## src/rtl/core/gtp_pkg.sv

```systemverilog
package gtp_pkg;

    localparam int HISTORY_DEPTH_DEF = 4;

    localparam int TIME_W   = 8;
    localparam int COUNT_W  = 16;
    localparam int WAIT_W   = 16;
    localparam int REQ_W    = 8;
    localparam int PRIO_W   = 24;
    localparam int RATE_W   = 24;
    localparam int RATE_FRAC = 16;
    localparam int RATE_ONE = 1 << RATE_FRAC;
    localparam int QUOT_W   = 24;
    localparam int STEP_W   = $clog2(QUOT_W + 1);

    localparam logic [RATE_W-1:0] RATE_MAX = {RATE_W{1'b1}};
    localparam logic [WAIT_W-1:0] WAIT_MAX = {WAIT_W{1'b1}};
    localparam logic [REQ_W-1:0]  REQ_MAX  = {REQ_W{1'b1}};

    typedef logic [1:0] t_func;
    localparam t_func FUNC_RECORD = 2'd0;
    localparam t_func FUNC_TICK   = 2'd1;
    localparam t_func FUNC_QUERY  = 2'd2;

    typedef struct packed {
        logic rec;
        logic tick;
        logic q_init;
        logic rate_ld;
        logic rate_acc;
        logic num_calc;
        logic mul_calc;
        logic rq_zero;
        logic rq_sat;
        logic rq_div_ld;
        logic rq_take;
        logic prio_ld;
        logic prio_take;
    } t_cmd;

    typedef struct packed {
        logic any_zero;
        logic last_k;
        logic num_pos;
        logic rq_big;
        logic div_done;
    } t_sts;

endpackage

```

## src/rtl/core/gtp_div.sv

```systemverilog
module gtp_div import gtp_pkg::*; #(
    parameter int DIV_W = 48
) (
    input  logic              i_clk,
    input  logic              i_rst_n,
    input  logic              i_load,
    input  logic [DIV_W-1:0]  i_dividend,
    input  logic [DIV_W-1:0]  i_divisor,
    input  logic [STEP_W-1:0] i_steps,
    output logic [QUOT_W-1:0] o_quot,
    output logic              o_done
);

    logic [DIV_W-1:0]  r_rem, n_rem;
    logic [DIV_W-1:0]  r_dsh, n_dsh;
    logic [QUOT_W-1:0] r_quot, n_quot;
    logic [STEP_W-1:0] r_cnt, n_cnt;
    logic              ge;

    // divisor arrives pre-shifted to the top quotient bit
    assign ge = r_rem >= r_dsh;

    always_comb begin
        n_rem  = r_rem;
        n_dsh  = r_dsh;
        n_quot = r_quot;
        n_cnt  = r_cnt;
        if (i_load) begin
            n_rem  = i_dividend;
            n_dsh  = i_divisor;
            n_quot = '0;
            n_cnt  = i_steps;
        end else if (r_cnt != '0) begin
            if (ge) begin
                n_rem = r_rem - r_dsh;
            end
            n_quot = {r_quot[QUOT_W-2:0], ge};
            n_dsh  = r_dsh >> 1;
            n_cnt  = r_cnt - STEP_W'(1);
        end
    end

    always_ff @(posedge i_clk) begin
        if (!i_rst_n) begin
            r_cnt <= '0;
        end else begin
            r_cnt <= n_cnt;
        end
    end

    always_ff @(posedge i_clk) begin
        r_rem  <= n_rem;
        r_dsh  <= n_dsh;
        r_quot <= n_quot;
    end

    assign o_quot = r_quot;
    assign o_done = r_cnt == '0;

endmodule

```

## src/rtl/core/gtp_datapath.sv

```systemverilog
module gtp_datapath import gtp_pkg::*; #(
    parameter int HISTORY_DEPTH = HISTORY_DEPTH_DEF
) (
    input  logic               i_clk,
    input  logic               i_rst_n,
    input  t_cmd               i_cmd,
    output t_sts               o_sts,
    input  logic [TIME_W-1:0]  i_green_time,
    input  logic [COUNT_W-1:0] i_vehicle_count,
    output logic [REQ_W-1:0]   o_request_time,
    output logic [PRIO_W-1:0]  o_priority_res
);

    localparam int N      = HISTORY_DEPTH;
    localparam int CW     = $clog2(N);
    localparam int SUM_W  = RATE_W + CW;
    localparam int COEF_W = CW + 2;
    localparam int PROD_W = RATE_W + 1 + COEF_W;
    localparam int W_W    = 28 + 2 * CW;
    localparam int NUM_W  = 30 + 2 * CW;
    localparam int NUMT_W = NUM_W + TIME_W + 1;
    localparam int DEN_W  = 26 + 2 * CW;
    localparam int DIV_W  = NUMT_W + 2;

    localparam logic [CW:0]               N_L     = (CW + 1)'(N);
    localparam logic [CW-1:0]             K_LAST  = CW'(N - 1);
    localparam logic signed [NUM_W-1:0]   K_NM1   = NUM_W'(N - 1);
    localparam logic signed [NUM_W-1:0]   K_THREE = NUM_W'(3);
    localparam logic signed [NUM_W-1:0]   K_OFS   = NUM_W'(N * (N - 1) * RATE_ONE);
    localparam logic [DEN_W-1:0]          K_NN1   = DEN_W'(N * (N - 1));
    localparam logic [STEP_W-1:0]         RATE_STEPS = STEP_W'(QUOT_W);
    localparam logic [STEP_W-1:0]         REQ_STEPS  = STEP_W'(REQ_W);

    logic [TIME_W-1:0]  r_time  [N];
    logic [COUNT_W-1:0] r_count [N];
    logic [CW-1:0]      r_cursor;
    logic [WAIT_W-1:0]  r_wait;
    logic [REQ_W-1:0]   r_last_req;
    logic [PRIO_W-1:0]  r_last_prio;

    logic [CW-1:0]             r_k;
    logic [SUM_W-1:0]          r_sum_s;
    logic signed [W_W-1:0]     r_sum_w;
    logic [RATE_W-1:0]         r_yl;
    logic [TIME_W-1:0]         r_tlast;
    logic                      r_rsat;
    logic signed [NUM_W-1:0]   r_num;
    logic signed [NUMT_W-1:0]  r_numt;
    logic [DEN_W-1:0]          r_den;
    logic [REQ_W-1:0]          r_req;

    logic [CW:0]               slot_sum;
    logic [CW-1:0]             slot;
    logic [TIME_W-1:0]         cur_time;
    logic [COUNT_W-1:0]        cur_count;
    logic                      rate_sat;
    logic [RATE_W-1:0]         y;
    logic signed [COEF_W-1:0]  coef;
    logic signed [PROD_W-1:0]  prod;
    logic signed [NUM_W-1:0]   num_next;
    logic [DIV_W-1:0]          d_val;
    logic [DIV_W-1:0]          e_val;
    logic [WAIT_W:0]           prio_sum;
    logic [REQ_W:0]            req_p1;
    logic                      any_zero;

    logic                      div_load;
    logic [DIV_W-1:0]          div_dividend;
    logic [DIV_W-1:0]          div_divisor;
    logic [STEP_W-1:0]         div_steps;
    logic [QUOT_W-1:0]         div_q;
    logic                      div_done;

    // entry k of the ring, oldest first
    assign slot_sum  = {1'b0, r_cursor} + {1'b0, r_k};
    assign slot      = (slot_sum >= N_L) ? CW'(slot_sum - N_L) : CW'(slot_sum);
    assign cur_time  = r_time[slot];
    assign cur_count = r_count[slot];
    assign rate_sat  = cur_count >= {cur_time, 8'h00};

    assign y    = r_rsat ? RATE_MAX : div_q;
    assign coef = $signed(COEF_W'({r_k, 1'b1})) - $signed(COEF_W'(N));
    assign prod = $signed({1'b0, y}) * coef;

    assign num_next = $signed(NUM_W'(r_sum_s)) * K_NM1 + NUM_W'(r_sum_w) * K_THREE + K_OFS;

    // round half down: (2*num + den - 1) / (2*den)
    assign d_val = (DIV_W'($unsigned(r_numt)) << 1) + DIV_W'(r_den) - DIV_W'(1);
    assign e_val = DIV_W'(r_den) << 1;

    assign prio_sum = {1'b0, r_wait} + (WAIT_W + 1)'(r_req);
    assign req_p1   = {1'b0, r_req} + (REQ_W + 1)'(1);

    always_comb begin
        any_zero = 1'b0;
        for (int i = 0; i < N; i++) begin
            if (r_time[i] == '0) begin
                any_zero = 1'b1;
            end
        end
    end

    always_comb begin
        div_load     = i_cmd.rate_ld | i_cmd.rq_div_ld | i_cmd.prio_ld;
        div_dividend = DIV_W'({cur_count, 16'h0000});
        div_divisor  = DIV_W'(cur_time) << (QUOT_W - 1);
        div_steps    = RATE_STEPS;
        if (i_cmd.rq_div_ld) begin
            div_dividend = d_val;
            div_divisor  = e_val << (REQ_W - 1);
            div_steps    = REQ_STEPS;
        end else if (i_cmd.prio_ld) begin
            div_dividend = DIV_W'({prio_sum, 8'h00});
            div_divisor  = DIV_W'(req_p1) << (QUOT_W - 1);
            div_steps    = RATE_STEPS;
        end
    end

    gtp_div #(
        .DIV_W (DIV_W)
    ) u_div (
        .i_clk      (i_clk),
        .i_rst_n    (i_rst_n),
        .i_load     (div_load),
        .i_dividend (div_dividend),
        .i_divisor  (div_divisor),
        .i_steps    (div_steps),
        .o_quot     (div_q),
        .o_done     (div_done)
    );

    always_ff @(posedge i_clk) begin
        if (!i_rst_n) begin
            for (int i = 0; i < N; i++) begin
                r_time[i]  <= '0;
                r_count[i] <= '0;
            end
            r_cursor    <= '0;
            r_wait      <= '0;
            r_last_req  <= '0;
            r_last_prio <= '0;
        end else begin
            if (i_cmd.rec) begin
                r_time[r_cursor]  <= i_green_time;
                r_count[r_cursor] <= i_vehicle_count;
                r_cursor          <= (r_cursor == K_LAST) ? '0 : r_cursor + CW'(1);
                r_wait            <= '0;
            end
            if (i_cmd.tick && r_wait != WAIT_MAX) begin
                r_wait <= r_wait + WAIT_W'(1);
            end
            if (i_cmd.prio_take) begin
                r_last_req  <= r_req;
                r_last_prio <= div_q;
            end
        end
    end

    always_ff @(posedge i_clk) begin
        if (i_cmd.q_init) begin
            r_k     <= '0;
            r_sum_s <= '0;
            r_sum_w <= '0;
        end
        if (i_cmd.rate_ld) begin
            r_rsat <= rate_sat;
        end
        if (i_cmd.rate_acc) begin
            r_sum_s <= r_sum_s + SUM_W'(y);
            r_sum_w <= r_sum_w + W_W'(prod);
            r_yl    <= y;
            r_tlast <= cur_time;
            r_k     <= r_k + CW'(1);
        end
        if (i_cmd.num_calc) begin
            r_num <= num_next;
        end
        if (i_cmd.mul_calc) begin
            r_numt <= NUMT_W'(r_num) * $signed({1'b0, r_tlast});
            r_den  <= K_NN1 * (DEN_W'(r_yl) + DEN_W'(RATE_ONE));
        end
        if (i_cmd.rq_zero) begin
            r_req <= '0;
        end
        if (i_cmd.rq_sat) begin
            r_req <= REQ_MAX;
        end
        if (i_cmd.rq_take) begin
            r_req <= div_q[REQ_W-1:0];
        end
    end

    assign o_sts.any_zero = any_zero;
    assign o_sts.last_k   = r_k == K_LAST;
    assign o_sts.num_pos  = !r_num[NUM_W-1] && (r_num != '0);
    assign o_sts.rq_big   = d_val >= (e_val << REQ_W);
    assign o_sts.div_done = div_done;

    assign o_request_time = r_last_req;
    assign o_priority_res = r_last_prio;

endmodule

```

## src/rtl/core/gtp_ctrl.sv

```systemverilog
module gtp_ctrl import gtp_pkg::*; (
    input  logic  i_clk,
    input  logic  i_rst_n,
    input  logic  i_start,
    input  t_func i_func,
    input  t_sts  i_sts,
    output t_cmd  o_cmd,
    output logic  o_busy,
    output logic  o_valid
);

    typedef enum logic [9:0] {
        S_IDLE = 10'b00_0000_0001,
        S_ZCHK = 10'b00_0000_0010,
        S_RLD  = 10'b00_0000_0100,
        S_RATE = 10'b00_0000_1000,
        S_NUM  = 10'b00_0001_0000,
        S_MUL  = 10'b00_0010_0000,
        S_PREP = 10'b00_0100_0000,
        S_RQ   = 10'b00_1000_0000,
        S_PLD  = 10'b01_0000_0000,
        S_PRIO = 10'b10_0000_0000
    } t_state;

    t_state r_state, n_state;
    logic   r_valid, n_valid;

    always_comb begin
        n_state = r_state;
        n_valid = 1'b0;
        o_cmd   = '0;
        case (r_state)
            S_IDLE: begin
                if (i_start) begin
                    case (i_func)
                        FUNC_RECORD: begin
                            o_cmd.rec = 1'b1;
                            n_valid   = 1'b1;
                        end
                        FUNC_TICK: begin
                            o_cmd.tick = 1'b1;
                            n_valid    = 1'b1;
                        end
                        FUNC_QUERY: begin
                            o_cmd.q_init = 1'b1;
                            n_state      = S_ZCHK;
                        end
                        default: begin
                            n_valid = 1'b1;
                        end
                    endcase
                end
            end
            S_ZCHK: begin
                if (i_sts.any_zero) begin
                    o_cmd.rq_zero = 1'b1;
                    n_state       = S_PLD;
                end else begin
                    n_state = S_RLD;
                end
            end
            S_RLD: begin
                o_cmd.rate_ld = 1'b1;
                n_state       = S_RATE;
            end
            S_RATE: begin
                if (i_sts.div_done) begin
                    o_cmd.rate_acc = 1'b1;
                    n_state        = i_sts.last_k ? S_NUM : S_RLD;
                end
            end
            S_NUM: begin
                o_cmd.num_calc = 1'b1;
                n_state        = S_MUL;
            end
            S_MUL: begin
                if (i_sts.num_pos) begin
                    o_cmd.mul_calc = 1'b1;
                    n_state        = S_PREP;
                end else begin
                    o_cmd.rq_zero = 1'b1;
                    n_state       = S_PLD;
                end
            end
            S_PREP: begin
                if (i_sts.rq_big) begin
                    o_cmd.rq_sat = 1'b1;
                    n_state      = S_PLD;
                end else begin
                    o_cmd.rq_div_ld = 1'b1;
                    n_state         = S_RQ;
                end
            end
            S_RQ: begin
                if (i_sts.div_done) begin
                    o_cmd.rq_take = 1'b1;
                    n_state       = S_PLD;
                end
            end
            S_PLD: begin
                o_cmd.prio_ld = 1'b1;
                n_state       = S_PRIO;
            end
            S_PRIO: begin
                if (i_sts.div_done) begin
                    o_cmd.prio_take = 1'b1;
                    n_valid         = 1'b1;
                    n_state         = S_IDLE;
                end
            end
            default: begin
                n_state = S_IDLE;
            end
        endcase
    end

    always_ff @(posedge i_clk) begin
        if (!i_rst_n) begin
            r_state <= S_IDLE;
            r_valid <= 1'b0;
        end else begin
            r_state <= n_state;
            r_valid <= n_valid;
        end
    end

    assign o_busy  = r_state != S_IDLE;
    assign o_valid = r_valid;

endmodule

```

## src/rtl/core/green_time_predictor_core.sv

```systemverilog
// Green-time predictor for one traffic direction. A request is taken when start is high
// and busy is low; every request yields one result, shown on o_request_time and
// o_priority_res for exactly one cycle while o_valid is high, and the receiver cannot
// stall it, so it must take the result in that cycle. Record, tick and unused codes
// leave busy low and their result follows on the next cycle, so they may be issued
// back to back. A query runs the line fit through one shared shift-subtract divider,
// 24 steps per stored rate plus 8 for the prediction and 24 for the priority, and
// keeps busy high until its result is shown; the 8 prediction steps are skipped when
// the prediction clamps at 255 or the fitted flow is not positive. A query with any
// empty or zero-time history slot skips the fit and the prediction. Results always
// carry the values of the latest query.
module green_time_predictor_core import gtp_pkg::*; #(
    parameter int HISTORY_DEPTH = HISTORY_DEPTH_DEF
) (
    input  logic               i_clk,
    input  logic               i_rst_n,
    input  logic               start,
    output logic               busy,
    input  logic [1:0]         i_func,
    input  logic [TIME_W-1:0]  i_green_time,
    input  logic [COUNT_W-1:0] i_vehicle_count,
    output logic               o_valid,
    output logic [REQ_W-1:0]   o_request_time,
    output logic [PRIO_W-1:0]  o_priority_res
);

    t_cmd cmd;
    t_sts sts;
    logic ctrl_busy;

    gtp_ctrl u_ctrl (
        .i_clk   (i_clk),
        .i_rst_n (i_rst_n),
        .i_start (start),
        .i_func  (t_func'(i_func)),
        .i_sts   (sts),
        .o_cmd   (cmd),
        .o_busy  (ctrl_busy),
        .o_valid (o_valid)
    );

    gtp_datapath #(
        .HISTORY_DEPTH (HISTORY_DEPTH)
    ) u_datapath (
        .i_clk           (i_clk),
        .i_rst_n         (i_rst_n),
        .i_cmd           (cmd),
        .o_sts           (sts),
        .i_green_time    (i_green_time),
        .i_vehicle_count (i_vehicle_count),
        .o_request_time  (o_request_time),
        .o_priority_res  (o_priority_res)
    );

    assign busy = ctrl_busy;

endmodule

```

## config.mk

```make
export PLATFORM = sky130hd
export DESIGN_NAME = green_time_predictor_core
export DESIGN_NICKNAME = d
export VERILOG_FILES = /design/src/rtl/core/gtp_pkg.sv /design/src/rtl/core/gtp_div.sv /design/src/rtl/core/gtp_datapath.sv /design/src/rtl/core/gtp_ctrl.sv /design/src/rtl/core/green_time_predictor_core.sv
export SDC_FILE = /design/constraint.sdc
export NUM_CORES = 2
export LEC_CHECK = 0
export BUFFER_PORTS_ARGS = -buffer_cell sky130_fd_sc_hd__buf_2
export CORE_ASPECT_RATIO = 1.4
export CORE_MARGIN = 3
export CORE_UTILIZATION = 35
export DETAILED_ROUTE_END_ITERATION = 6
export PLACE_DENSITY_LB_ADDON = 0.1
export SKIP_CTS_REPAIR_TIMING = 1
export SLEW_MARGIN = 20
export SYNTH_ARGS = -nofsm -noshare
export SYNTH_HDL_FRONTEND = slang
export SYNTH_SLANG_ARGS = --single-unit
```

## constraint.sdc

```tcl
create_clock -name i_clk -period 8.3 [get_ports i_clk]
set_clock_uncertainty 0.05 [all_clocks]
set_input_delay 1.66 -clock i_clk [delete_from_list [all_inputs] [get_ports i_clk]]
set_output_delay 1.66 -clock i_clk [all_outputs]
set_load 0.05 [all_outputs]
```

==> run metrics <==
EDFF count, synth=383; Area contributors post-synth=edfxtp_1 (26%), fa_1 (14%), ha_1 (14%); die width=306.8 um; DIE AREA=0.1310 mm2; NetSw=4.222 mW; Combinational Power Share=0.447; WL final=132100 um; worst-path maximum fanout=37; Max clock buf depth=3; Worst Hold End=u_datapath.o_priority_res[22]; Register-to-Register Setup Slack=1.04 ns; sequential power share=0.303; setup violators final=0; NumNets Final=5500; async set or reset register ratio after synthesis=0; chip height=427.1 um; Cell Area, Synth=0.04434 mm2; layout cells sized above 1=0.06718; post-synthesis cell type count=91; placed insts=6237; post-DR vias/cell=5.197; first-pass GRT wire length=204700 um; GRT overflow=0; synth warn=0; Max VDD drop=0.2153 mV; crit path kind=flop to flop; initial core utilization=0.3547; slew of the pin with the lowest slew margin=1.046 ns; internal power=6.857 mW; Register-to-Register Path Depth=26; IO buf count=62; Final Core Density=0.3886; pwr dens=228.1 mW/mm2; clock power share=0.250; count leader, synth=inv_1; Hold Vio Cnt, Final=0; #FFs+latches synth=473; setup TNS=0 ns; fin cells=6348; Clk pin slew, worst setup/hold paths=0.06 ns; initial antenna violation count=3; R2R Path End=u_datapath.u_div.r_dsh[16]; post-synth net total=5475; drt first pass iters=5; post-synthesis sequential area ratio=0.3000; Final Critical Period=7.263 ns; synthesized area per cell=9.545 um2; Area growth syn-to-layout=9.566%; Post-DRT Antenna Nets=0; GR Util All Layers=0.2024; Hold Crit Start=u_datapath.o_priority_res[22]; WP data arrival=7.58 ns; Crit. End Element=flop; Num Clock Sinks=473; most used flip-flop cell after synthesis=edfxtp_1; RSZ-0062 raised after global routing=false; Final period util=0.8750; post-synthesis cell type with the largest combined area=edfxtp_1; # DRC=0; routability cong.=0.8647; status=finished clean; H-tree depth=2; Worst setup SP type=flop; First DRT Iteration DRCs=1709; core area=0.1250 mm2; max-cap violation count=0; vias=32992; top cell type's share of synthesized area=0.2594; net switching fraction of the power=0.3811; max-slew violations=0; CTS tree=yes; Data required, critical path=8.62 ns; WL/cell=20.81 um; WHS Path Cells=2; max_slew headroom=0.3026; vias in the first global route=34076; clock latency on the worst-skew pair=0.66 ns; CTS Root Cell=clkbuf_16; total CTS buffers=58; reg-to-reg startpoint=u_datapath.r_den[2]; Worst Hold Class=flop to flop; largest net degree at the start of global routing=61; HPWL Detailed=104600 um; Min Hold Slack=0.4032 ns; Leak Pwr=21.98 nW; Gate Count Post-Synth=4645; top cells by count, synth=inv_1 (619), ha_1 (485), nand2_1 (442); io pins=63; Rows=153; maximum clock rate=137.7 MHz
worst max path at each step:
stage                        start                         end  slack [ns]  cells past startpoint
2_1_floorplan    u_ctrl.r_state[3]        u_datapath.r_den[10]        1.36                      6
3_3_place_gp   u_datapath.r_den[2]   u_datapath.u_div.r_rem[4]        1.07                     26
3_5_place_dp   u_datapath.r_den[2]  u_datapath.u_div.r_dsh[17]        1.05                     26
4_1_cts        u_datapath.r_den[2]  u_datapath.u_div.r_dsh[16]        0.98                     26
5_1_grt        u_datapath.r_den[2]  u_datapath.u_div.r_dsh[15]        0.63                     26
6_report       u_datapath.r_den[2]  u_datapath.u_div.r_dsh[16]        1.04                     26
layout make-up:
type / instances / area, um2
repair buffers: 99 / 588.1
clock buffers: 75 / 1628
flip-flops and latches: 473 / 13300
diodes: 2 / 5.005
well taps: 1627 / 2036
fillers: 12575 / 76430
inverters: 619 / 2323
clock inverters: 34 / 431.7
multi-input cells: 3419 / 28270
flip-flops by register name (all words and copies together) (netlist names):
signal	flops
u_datapath.r_count	64
u_datapath.u_div.r_rem	45
u_datapath.r_numt	43
u_datapath.u_div.r_dsh	37
u_datapath.r_num	34
u_datapath.r_sum_w	32
u_datapath.r_time	32
u_datapath.r_den	27
u_datapath.r_sum_s	26
u_datapath.o_priority_res	24
u_datapath.r_yl	24
u_datapath.u_div.o_quot	24
u_datapath.r_wait	16
u_ctrl.r_state	10
u_datapath.o_request_time	8
u_datapath.r_req	8
u_datapath.r_tlast	8
u_datapath.u_div.r_cnt	5
u_datapath.r_cursor	2
u_datapath.r_k	2
u_ctrl.o_valid	1
u_datapath.r_rsat	1
power groups by stage:
stage | logic [mW] | clock network (mW) | registers [mW]
after floorplan | 3.80 | 0 | 3.31
final | 4.96 | 2.76 | 3.36
after global routing | 5.61 | 2.93 | 3.40
after global placement | 4.93 | 0 | 3.41
after CTS | 4.98 | 2.84 | 3.37
after detailed placement | 4.93 | 0 | 3.41
cells in the final DEF (no fill, tap or decap), types with 10 or more instances in the layout:
master,instances
o211ai_1,19
a22oi_1,17
or2_2,42
o21ai_0,139
xnor2_1,171
buf_4,37
nor3_1,69
nor2b_1,32
a21oi_1,309
and3_1,54
nand3_1,121
fa_1,316
a211o_1,12
mux4_2,23
inv_1,617
o21bai_1,40
and2_1,262
nor2_1,252
dfxtp_1,90
or3_1,44
a21o_1,115
nand2b_1,23
xor2_1,88
nor4_1,30
nand4_1,29
ha_1,485
a221o_1,15
nand3b_1,14
o21ai_1,10
nand2_1,439
edfxtp_1,383
a211oi_1,26
buf_2,62
o21a_1,33
a31oi_1,18
clkbuf_16,62
through the flow:
step | power [mW] | worst slack [ns] | cell area, um2
4_1_cts | 11.19 | 0.9821 | 48580
3_3_place_gp | 8.340 | 1.072 | 46520
2_1_floorplan | 7.112 | 1.361 | 44340
3_5_place_dp | 8.349 | 1.046 | 46520
5_1_grt | 11.93 | 0.6336 | 48580
6_report | 11.08 | 1.037 | 48580
critical path: stages (launching register included):
cell and delay (ns):
edfxtp_1 0.32, inv_1 0.06, ha_1 0.27, inv_1 0.04, ha_1 0.20, fa_1 0.44, a211oi_2 0.28, o21ai_1 0.13
a21oi_2 0.24, o21ai_2 0.17, a311oi_2 0.61, or3_1 0.20, o211ai_1 0.10, xor2_1 0.48, ha_1 0.35, a21oi_1 0.12
o21ai_0 0.09, a21oi_1 0.18, o221ai_1 0.12, a221o_1 0.31, a211o_1 0.31, a211oi_2 0.25, nand2b_1 0.15, or4_2 0.91
buf_4 0.37, nand3_1 0.13, o21ai_0 0.10
layer usage:
metal	routed length (um)	track usage	up-vias
met3	3685	0.02034	162
li1	-	-	15981
met5	0	0	-
met1	53610	0.2386	16366
met2	70260	0.3834	483
met4	4541	0.06346	0
cell families (layout without fill, tap and decap cells):
kind of cell,after synthesis,after routing,share of synthesized area
XOR/XNOR,260,260,0.05136
other,0,2,0
AND/OR/NAND/NOR,1462,1462,0.1644
adder cells (fa/ha/maj),801,801,0.2795
multiplexers,31,31,0.01360
buffers and inverters,753,827,0.06468
AO/OA/AOI/OAI,865,865,0.1264
flip-flops,473,473,0.3000
Power figures use the tool's default switching activity.
